--- src/wto_pkg.sv ---
// Shared package for the wavetable oscillator with vibrato.
// Holds field widths, register and request codes, defaults and the
// controller/datapath command and status structs. No dependencies.
`timescale 1ns / 1ps

package wto_pkg;

	localparam int TABLE_DEPTH_DEF    = 4096;
	localparam int VIBRATO_PERIOD_DEF = 4096;

	localparam int WORD_W     = 32;
	localparam int IDX_W      = 12;
	localparam int LEN_W      = 13;
	localparam int FRAC_W     = 11;
	localparam int CFG_IDX_W  = 2;
	// Divider remainder and divisor hold up to 65536, the largest table depth.
	localparam int REM_W      = 17;
	localparam int DCNT_W     = 6;
	localparam logic [DCNT_W-1:0] PASS_LEN_STEPS   = DCNT_W'(WORD_W);
	localparam logic [DCNT_W-1:0] PASS_DEPTH_STEPS = DCNT_W'(REM_W);

	localparam logic [CFG_IDX_W-1:0] CFG_PHASE_STEP   = 2'd0;
	localparam logic [CFG_IDX_W-1:0] CFG_VIBRATO_STEP = 2'd1;
	localparam logic [CFG_IDX_W-1:0] CFG_WAVE_LENGTH  = 2'd2;

	localparam logic REQ_WRITE  = 1'b0;
	localparam logic REQ_SAMPLE = 1'b1;

	localparam logic [LEN_W-1:0] WAVE_LENGTH_RST = 13'd4096;

	typedef struct packed {
		logic wr_table;      // store the input word in the table
		logic start_sample;  // advance phase, load divider with length pass
		logic div_step;      // one restoring-division step
		logic start_reduce;  // reload divider for the table-depth pass
		logic read_mem;      // read table at the reduced index
		logic load_out;      // move read word to the output register
	} wto_cmd_t;

	typedef struct packed {
		logic div_last;      // current step is the last of the pass
		logic rem_ge_depth;  // remainder still outside the table
		logic out_full;      // output register cannot take a word
	} wto_stat_t;

endpackage

--- src/wto_ctrl.sv ---
// Sequencing state machine of the wavetable oscillator.
// Depends on wto_pkg for command and status structs and request codes.
`timescale 1ns / 1ps

module wto_ctrl
	import wto_pkg::*;
(
	input  logic      clk,
	input  logic      arst_n,
	input  logic      in_valid,
	input  logic      req_type,
	output logic      in_ready,
	input  wto_stat_t stat,
	output wto_cmd_t  cmd
);

	typedef enum logic [3:0] {
		ST_IDLE = 4'b0001,
		ST_DIV  = 4'b0010,
		ST_CHK  = 4'b0100,
		ST_READ = 4'b1000
	} state_t;

	state_t state_q, state_d;

	always_ff @(posedge clk or negedge arst_n) begin
		if (!arst_n) begin
			state_q <= ST_IDLE;
		end else begin
			state_q <= state_d;
		end
	end

	assign in_ready = (state_q == ST_IDLE);

	always_comb begin
		state_d = state_q;
		cmd     = '0;
		case (state_q)
			ST_IDLE: begin
				if (in_valid) begin
					if (req_type == REQ_SAMPLE) begin
						cmd.start_sample = 1'b1;
						state_d          = ST_DIV;
					end else begin
						cmd.wr_table = 1'b1;
					end
				end
			end
			ST_DIV: begin
				cmd.div_step = 1'b1;
				if (stat.div_last) begin
					state_d = ST_CHK;
				end
			end
			ST_CHK: begin
				if (stat.rem_ge_depth) begin
					cmd.start_reduce = 1'b1;
					state_d          = ST_DIV;
				end else begin
					cmd.read_mem = 1'b1;
					state_d      = ST_READ;
				end
			end
			ST_READ: begin
				if (!stat.out_full) begin
					cmd.load_out = 1'b1;
					state_d      = ST_IDLE;
				end
			end
			default: begin
				state_d = ST_IDLE;
			end
		endcase
	end

endmodule

--- config.mk ---
export PLATFORM = sky130hd
export DESIGN_NAME = wto_ctrl
export DESIGN_NICKNAME = d
export VERILOG_FILES = /design/src/wto_pkg.sv /design/src/wto_ctrl.sv
export SDC_FILE = /design/constraint.sdc
export NUM_CORES = 1
export LEC_CHECK = 0
export BUFFER_PORTS_ARGS = -buffer_cell sky130_fd_sc_hd__buf_4
export CORE_AREA = 5 5 42 44
export CTS_BUF_LIST = sky130_fd_sc_hd__clkbuf_4 sky130_fd_sc_hd__clkbuf_8
export DETAILED_ROUTE_END_ITERATION = 12
export DIE_AREA = 0 0 47 49
export PLACE_DENSITY_LB_ADDON = 0.1
export REMOVE_ABC_BUFFERS = 1
export SYNTH_ARGS = -nofsm -noshare
export SYNTH_HDL_FRONTEND = slang
export SYNTH_SLANG_ARGS = --single-unit
--- constraint.sdc ---
create_clock -name clk -period 1.6 [get_ports clk]
set_clock_uncertainty 0.05 [all_clocks]
set_input_delay 0.16 -clock clk [delete_from_list [all_inputs] [get_ports clk]]
set_output_delay 0.16 -clock clk [all_outputs]
set_load 0.02 [all_outputs]
======== After elaboration in Yosys (flattened, before gate mapping) ========
Cells that the tools add are included.
cells by class
  equal/unequal tests ..................... 8
  muxes and demuxes ....................... 16
  reductions and logical operators ........ 1
operators by type and width
  operator                                        count
  two-way mux 4 bit                               5
  case mux 4 bit (4 select lines)                 1
  inequality test 2 bit (second input constant)   4
  two-way mux 1 bit                               7
  two-way mux 2 bit                               3
  == test 4 x 1 -> 1 bit (second input constant)  1
  == test 4 x 2 -> 1 bit (second input constant)  1
  == test 4 x 3 -> 1 bit (second input constant)  1
  == test 4 bit (second input constant)           1
  AND reduction 4 bit                             1
storage, ports and cells
  flip-flop bits (word level) ............. 4
  input port bits ......................... 7
  output and inout bits ................... 7
  word-level logic and storage cells ...... 26

======== Depth between registers and ports, before layout ========
Gate-level depths: netlist of run 1.
  depth in word-level cells ............... 3
  gate-level depth with buffers ........... 4
  depth with buffers taken out ............ 3

======== Worst setup path before layout of run 1 ========
OpenSTA, ideal clock, no wires.
  path type ............................... register -> register
  start ................................... register state_q[3]
  end ..................................... register state_q[2]
  setup time .............................. 70 ps
  data arrival time ....................... 1,496 ps
  required time ........................... 1,480 ps
  setup slack ............................. -16 ps
  cell stages (with the launch flop) ...... 3
  buffers on the path ..................... 0
  period minus slack after synthesis ...... 1,616 ps
  cell sequence ........................... dfrtp_1 -> nor4b_1 -> and2_1
on the way
  word-level cells in the longest chain between the ends .. 3
  elaborated cells on any way between the ends .. 10
  classes of those cells .................. 8 x eq/ne; 1 x mux; 1 x reduce/logical
RTL lines
  what                                            line            text
  from (decl)                                     wto_ctrl.sv:24  state_t state_q, state_d;
  from (signal assigned)                          wto_ctrl.sv:30  state_q <= state_d;
  == test 4 x 2 -> 1 bit (tied with other cells)  wto_ctrl.sv:39  case (state_q)
  inequality test 2 bit (no source line)          -
  AND reduction 4 bit (no source line)            -
Several ways; a longest one is shown, not always the timed one.
A chain may end at the register's enable or synchronous reset.

==> results of run 1 <==
## report_power, final
part           internal [W]  switching (W)  leakage (nW)
clock network      0.000111      0.0000444        0.0184
registers          0.000153      0.0000686        0.0462
logic              0.000346       0.000239         0.209
## critical path, delay by kind of cell (launching register included)
family | cells | cell delay (ns)
AND/OR/NAND/NOR | 2 | 0.61
flip-flops | 1 | 0.45
buffers and inverters | 1 | 0.11
## cells by family after synthesis
logic type / Yosys count / synth area share
buffers and inverters: 2 / 0.04723
and+or+nand+nor: 19 / 0.4528
DFF: 4 / 0.3189
AOI/OAI and AO/OA: 8 / 0.1811
## final cells by class
cell class / instances / area [µm²]
Fill cell: 149 / 843.3
Tap cell: 16 / 20.02
Sequential cell: 4 / 105.1
Multi-Input combinational cell: 27 / 220.2
Inverter: 1 / 3.754
Clock buffer: 4 / 30.03
Timing Repair Buffer: 22 / 178.9
## layout by cell type, fill, tap and decap left out, types with 2 or more instances in the layout
master / Yosys / routed
a21oi_1: 2 / 2
and3_1: 2 / 2
and3b_2: 2 / 2
buf_4: 0 / 18
buf_6: 1 / 3
clkbuf_4: 0 / 4
dfrtp_2: 0 / 3
nor2_1: 3 / 3
## through the flow
stage	hold WS, ns	setup TNS [ns]	setup WS, ns	instances
global route	0.1883	-0.3255	-0.09554	74
finish	0.1876	-0.01397	-0.01397	74
global placement	-0.09190	0	0.1958	62
CTS	0.1856	-0.07146	-0.04302	71
floorplan	-0.1856	-0.01653	-0.01653	32
detailed placement	-0.09040	0	0.1600	62
## worst max-delay path by stage
stage	from	endpoint	cells after the start
after global placement	state_q[0]$_DFFE_PN1P_	cmd[4]	3
after floorplan	state_q[3]$_DFFE_PN0P_	state_q[2]$_DFFE_PN0P_	2
final	state_q[3]$_DFFE_PN0P_	cmd[4]	3
after global routing	state_q[0]$_DFFE_PN1P_	cmd[5]	4
after CTS	state_q[2]$_DFFE_PN0P_	cmd[4]	3
after detailed placement	state_q[1]$_DFFE_PN0P_	cmd[4]	3
## layer usage
metal / wire length, µm / part of all wire / up-vias
met5: 0 / 0 / -
met3: 56 / 0.063 / 2
met2: 422 / 0.48 / 11
met4: 17 / 0.019 / 0
li1: - / - / 172
met1: 386 / 0.44 / 154
## repair_timing
item	in CTS	in global routing
hold endpoints to repair	4	0
resized for setup	7	3
setup endpoints to repair	3	6
setup buffers	4	3
pin swaps	3	3
hold buffers	1	0
==> flow_metrics.env, run 1 <==
export IMPL_min_from="in_valid"
export IMPL_area_growth_pct=75.59
export IMPL_ios=14
export IMPL_num_vias=339
export IMPL_grt_util_met2=0.1312
export IMPL_grt_pass1_wl_mm=1.483
export IMPL_clk_latency_ns=0.24
export IMPL_routed_wl_um=883
export IMPL_slew_headroom=0.7972
export IMPL_cts_clk_slew_worst_paths_ns=0.03
export IMPL_synth_cell_type_count=26
export IMPL_cp_arrival_ns=1.40
export IMPL_r2r_start="state_q[3]$_DFFE_PN0P_"
export IMPL_slowest_stage="dfrtp_2"
export IMPL_startpoint_type="flop"
export IMPL_cp_end_kind="output pin"
export IMPL_die_y_um=49
export IMPL_worstPathCellList="nor4b_4 > and3_4 > buf_6"
export IMPL_n_antenna_cell=0
export IMPL_ys_seq_area_frac=0.3189
export IMPL_drc=0
export IMPL_ant_nets=0
export IMPL_grt_ovfl_total=0
export IMPL_rrSetupSlack_ns=0.22
export IMPL_drv_slew=0
export IMPL_cts_tree="done"
export IMPL_timing_fmax_mhz=619.6
export IMPL_power_density_nw_per_um2=1724
export IMPL_path_max_fanout=7
export IMPL_antenna_found_initial=0
export IMPL_yosysWarnings=0
export IMPL_busiest_layer="met2"
export IMPL_min_period_ns=1.614
export IMPL_htree_levels=1
export IMPL_final_util=0.3982
export IMPL_yosysTopAreaCell="dfrtp_1"
export IMPL_hold_viol_final=0
export IMPL_use_met3=0.02952
export IMPL_wl_per_cell_um=11.93
export IMPL_rows=14
export IMPL_die_w_um=47
export IMPL_cts_root_buf="clkbuf_4"
export IMPL_largest_reg_flops=4
export IMPL_violations="negative setup slack"
export IMPL_vdd_drop_max_uv=826.4
export IMPL_ys_async_sr_fraction=1.000
export IMPL_power_w=0.0009620
export IMPL_slowest_delay_ns=0.45
export IMPL_grt_pass1_vias=353
export IMPL_final_cell_area_um2=558.0
export IMPL_finalWorstSetupSlack_ns=-0.01397
export IMPL_drive_gt1_frac=0.6724
export IMPL_synth_common_cells="dfrtp_1 (3), nor2_1 (3), a21oi_1 (2), and3_1 (2), and3b_2 (2)"
export IMPL_met1_usage=0.1060
export IMPL_synth_top_area_frac=0.2362
export IMPL_first_pass_iters=4
export IMPL_p_leak_nw=0.2735
export IMPL_setup_viol=1
export IMPL_syn_area_um2=317.8
export IMPL_rsz0062_at_grt="true"
export IMPL_synth_edf_count=0
export IMPL_max_cap_violations=0
export IMPL_required_ns=1.39
export IMPL_top_regs="state_q x4"
export IMPL_grt_max_degree=11
export IMPL_placed_cell_area_um2=431.7
export IMPL_hold_class="in2reg"
export IMPL_clockBufferDepth=2
export IMPL_hpwl_um=649.8
export IMPL_worst_pin_slew_ns=0.3029
export IMPL_clkSinkCount=4
export IMPL_synth_seq_cells=4
export IMPL_reg2reg_depth=4
export IMPL_crit_type="reg2out"
export IMPL_hold_depth=3
export IMPL_routabilityCongestion=0.7272
export IMPL_period_share=1.009
export IMPL_ys_top_cells_by_area="dfrtp_1 (24%), dfstp_2 (8.3%), nor4b_4 (7.5%), and3b_2 (6.3%), a211oi_2 (3.9%)"
export IMPL_drt_iter0_drc=3
export IMPL_core_region_area_um2=1401
export IMPL_avgSynthCellArea_um2=9.630
export IMPL_grt_usage=0.09097
export IMPL_synthFlopType="dfrtp_1"
export IMPL_io_buffers=13
export IMPL_cts_buffers=3
export IMPL_timing_rr_end="state_q[1]$_DFFE_PN0P_"
export IMPL_min_to="state_q[0]$_DFFE_PN1P_"
export IMPL_outcome="complete, but fails checks"
export IMPL_top_register="state_q"
export IMPL_initial_core_util=0.2268
export IMPL_fp_dieArea_um2=2303
export IMPL_vias_per_cell=4.581
export IMPL_nets=66
export IMPL_syn_inst=33
No activity file was read; power rests on OpenSTA's default activity.
==> inputs of run 2 (changes only) <==
SKIP_CTS_REPAIR_TIMING = 1   (was unset)
==> run 2 against run 1 <==
Net effect: the flow still finishes with violations (negative setup slack); combinational power is 5.5% lower; power is 2.6% lower; hold slack better by 0.0012 ns; maximum frequency is 2.7% lower; cell count is 2.7% lower; core utilization is 2.1 points lower; critical path depth stayed put; sequential power is 3% higher; sequential share of layout area is 0.79 points higher; clock power hardly changed; count of clock-buffer cells in the layout stayed put; routed wire length is 2.3% lower.
==> flow_metrics.env, run 2 (synthesized netlist as in run 1, its figures left out) <==
export IMPL_outcome="complete, but fails checks"
export IMPL_violations="negative setup slack"
export IMPL_n_fill_cell=149
export IMPL_routed_top_layer="met4"
export IMPL_wl_per_cell_um=11.99
export IMPL_rsz0062_at_grt="true"
export IMPL_drv_slew=0
export IMPL_drive_gt1_frac=0.6071
export IMPL_clk_latency_ns=0.24
export IMPL_first_pass_iters=3
export IMPL_drt_met1_wl_um=379
export IMPL_finalWorstSetupSlack_ns=-0.05824
export IMPL_multi_input_area_um2=211.5
export IMPL_num_vias=338
export IMPL_drc=0
export IMPL_cts_tree="done"
export IMPL_pre_cts_ws_ns=0.1600
export IMPL_fp_dieArea_um2=2303
export IMPL_tns_ns=-0.1356
export IMPL_grt_usage=0.08886
export IMPL_hold_class="in2reg"
export IMPL_path_max_fanout=6
export IMPL_rows=14
export IMPL_routed_wl_um=863
export IMPL_top_regs="state_q x4"
export IMPL_ios=14
export IMPL_p_clk_frac=0.166
export IMPL_grt_pass1_wl_mm=1.449
export IMPL_hold_viol_final=0
export IMPL_grt_max_degree=11
export IMPL_vias_per_cell=4.694
export IMPL_final_cell_mix="buf_4 (17), clkbuf_4 (4), nor2_1 (3)"
export IMPL_drt_iter0_drc=7
export IMPL_slew_headroom=0.7532
export IMPL_cts_root_buf="clkbuf_4"
export IMPL_cts_clk_slew_worst_paths_ns=0.03
export IMPL_grt_pass1_vias=337
export IMPL_vdd_drop_max_uv=888.7
export IMPL_cp_startpoint="state_q[0]$_DFFE_PN1P_"
export IMPL_routed_wl_met2_um=409
export IMPL_p_sw_w=0.0003462
export IMPL_p_int_w=0.0005912
export IMPL_clkSinkCount=4
export IMPL_top_register="state_q"
export IMPL_htree_levels=1
export IMPL_min_from="in_valid"
export IMPL_r2r_start="state_q[0]$_DFFE_PN1P_"
export IMPL_required_ns=1.39
export IMPL_ant_nets=0
export IMPL_hpwl_um=649.8
export IMPL_wl_met3_um=58
export IMPL_nets=64
export IMPL_area_growth_pct=66.54
export IMPL_routabilityCongestion=0.7272
export IMPL_clockBufferDepth=2
export IMPL_die_w_um=47
export IMPL_p_seq_frac=0.245
export IMPL_startpoint_type="flop"
export IMPL_cts_buffers=3
export IMPL_antenna_found_initial=0
export IMPL_final_util=0.3777
export IMPL_grt_ovfl_total=0
export IMPL_setup_viol=4
export IMPL_p_comb_frac=0.589
export IMPL_seq_area_um2=103.9
export IMPL_period_share=1.036
export IMPL_die_y_um=49
export IMPL_n_antenna_cell=0
export IMPL_worst_pin_slew_ns=0.3650
export IMPL_max_cap_violations=0
export IMPL_largest_reg_flops=4
export IMPL_cp_end_kind="output pin"
export IMPL_crit_type="reg2out"
export IMPL_timing_fmax_mhz=603.0
export IMPL_p_leak_nw=0.2625
export IMPL_p_sw_frac=0.3693
export IMPL_initial_core_util=0.2268
export IMPL_power_density_nw_per_um2=1771
export IMPL_io_buffers=13
export IMPL_min_period_ns=1.658
export IMPL_layout_cells_most_common="buf_4"
export IMPL_core_region_area_um2=1401
export IMPL_cp_arrival_ns=1.45
## run 2: changes by cell type in the layout (fill, tap and decap cells not counted)
| cell | before | now |
|---|---|---|
| buf_4 | 18 | 17 |
| buf_6 | 3 | 2 |
| dfrtp_1 | 0 | 1 |
| dfrtp_2 | 3 | 2 |
| nor2b_1 | 0 | 1 |
| nor2b_2 | 1 | 0 |
| nor4b_1 | 0 | 1 |
| nor4b_2 | 1 | 0 |
## run 2: final cells by class
cell class	instances	share of cell area
Tap cell	16	0.03783
Multi-Input combinational cell	27	0.3995
Sequential cell	4	0.1962
Inverter	1	0.007092
Clock buffer	4	0.05674
Timing Repair Buffer	20	0.3026
## run 2: critical path, cell delays in order (launching register included)
cell and delay [ns]:
dfstp_2 0.56, nor4b_4 0.30, and3_4 0.24, buf_6 0.11
## run 2: worst paths after layout
| kind | endpoint | slack (ns) | cells after the start |
|---|---|---|---|
| max in group asynchronous | state_q[0]$_DFFE_PN1P_ | 1.10 | 2 |
| worst max register to register | state_q[1]$_DFFE_PN0P_ | 0.18 | 4 |
| min in group asynchronous | state_q[2]$_DFFE_PN0P_ | 0.20 | 2 |
| worst min-delay path | state_q[0]$_DFFE_PN1P_ | 0.19 | 3 |
| worst min register to register | state_q[3]$_DFFE_PN0P_ | 0.54 | 1 |
| worst max-delay path | cmd[4] | -0.06 | 3 |
## run 2: per-stage QoR
step | cells | total power [W] | area [µm²] | hold WS [ns]
after detailed placement | 62 | 0.0006564 | 431.7 | -0.09040
after floorplan | 32 | 0.0005046 | 306.5 | -0.1856
after CTS | 66 | 0.0008209 | 461.7 | -0.3499
after global routing | 72 | 0.001013 | 529.3 | 0.1886
final | 72 | 0.0009374 | 529.3 | 0.1888
after global placement | 62 | 0.0006552 | 431.7 | -0.09190
## run 2: metal layers
metal,track usage,up-vias
met5,0,-
met4,0.06912,0
met3,0.02952,2
met2,0.1199,11
met1,0.1104,155
li1,-,170
## run 2: power groups by stage
stage / clock (W) / sequential (W) / combinational, W
after floorplan: 0 / 0.000209 / 0.000295
after global placement: 0 / 0.000226 / 0.000429
after detailed placement: 0 / 0.000230 / 0.000427
after CTS: 0.000161 / 0.000231 / 0.000430
after global routing: 0.000169 / 0.000242 / 0.000602
final: 0.000156 / 0.000229 / 0.000553
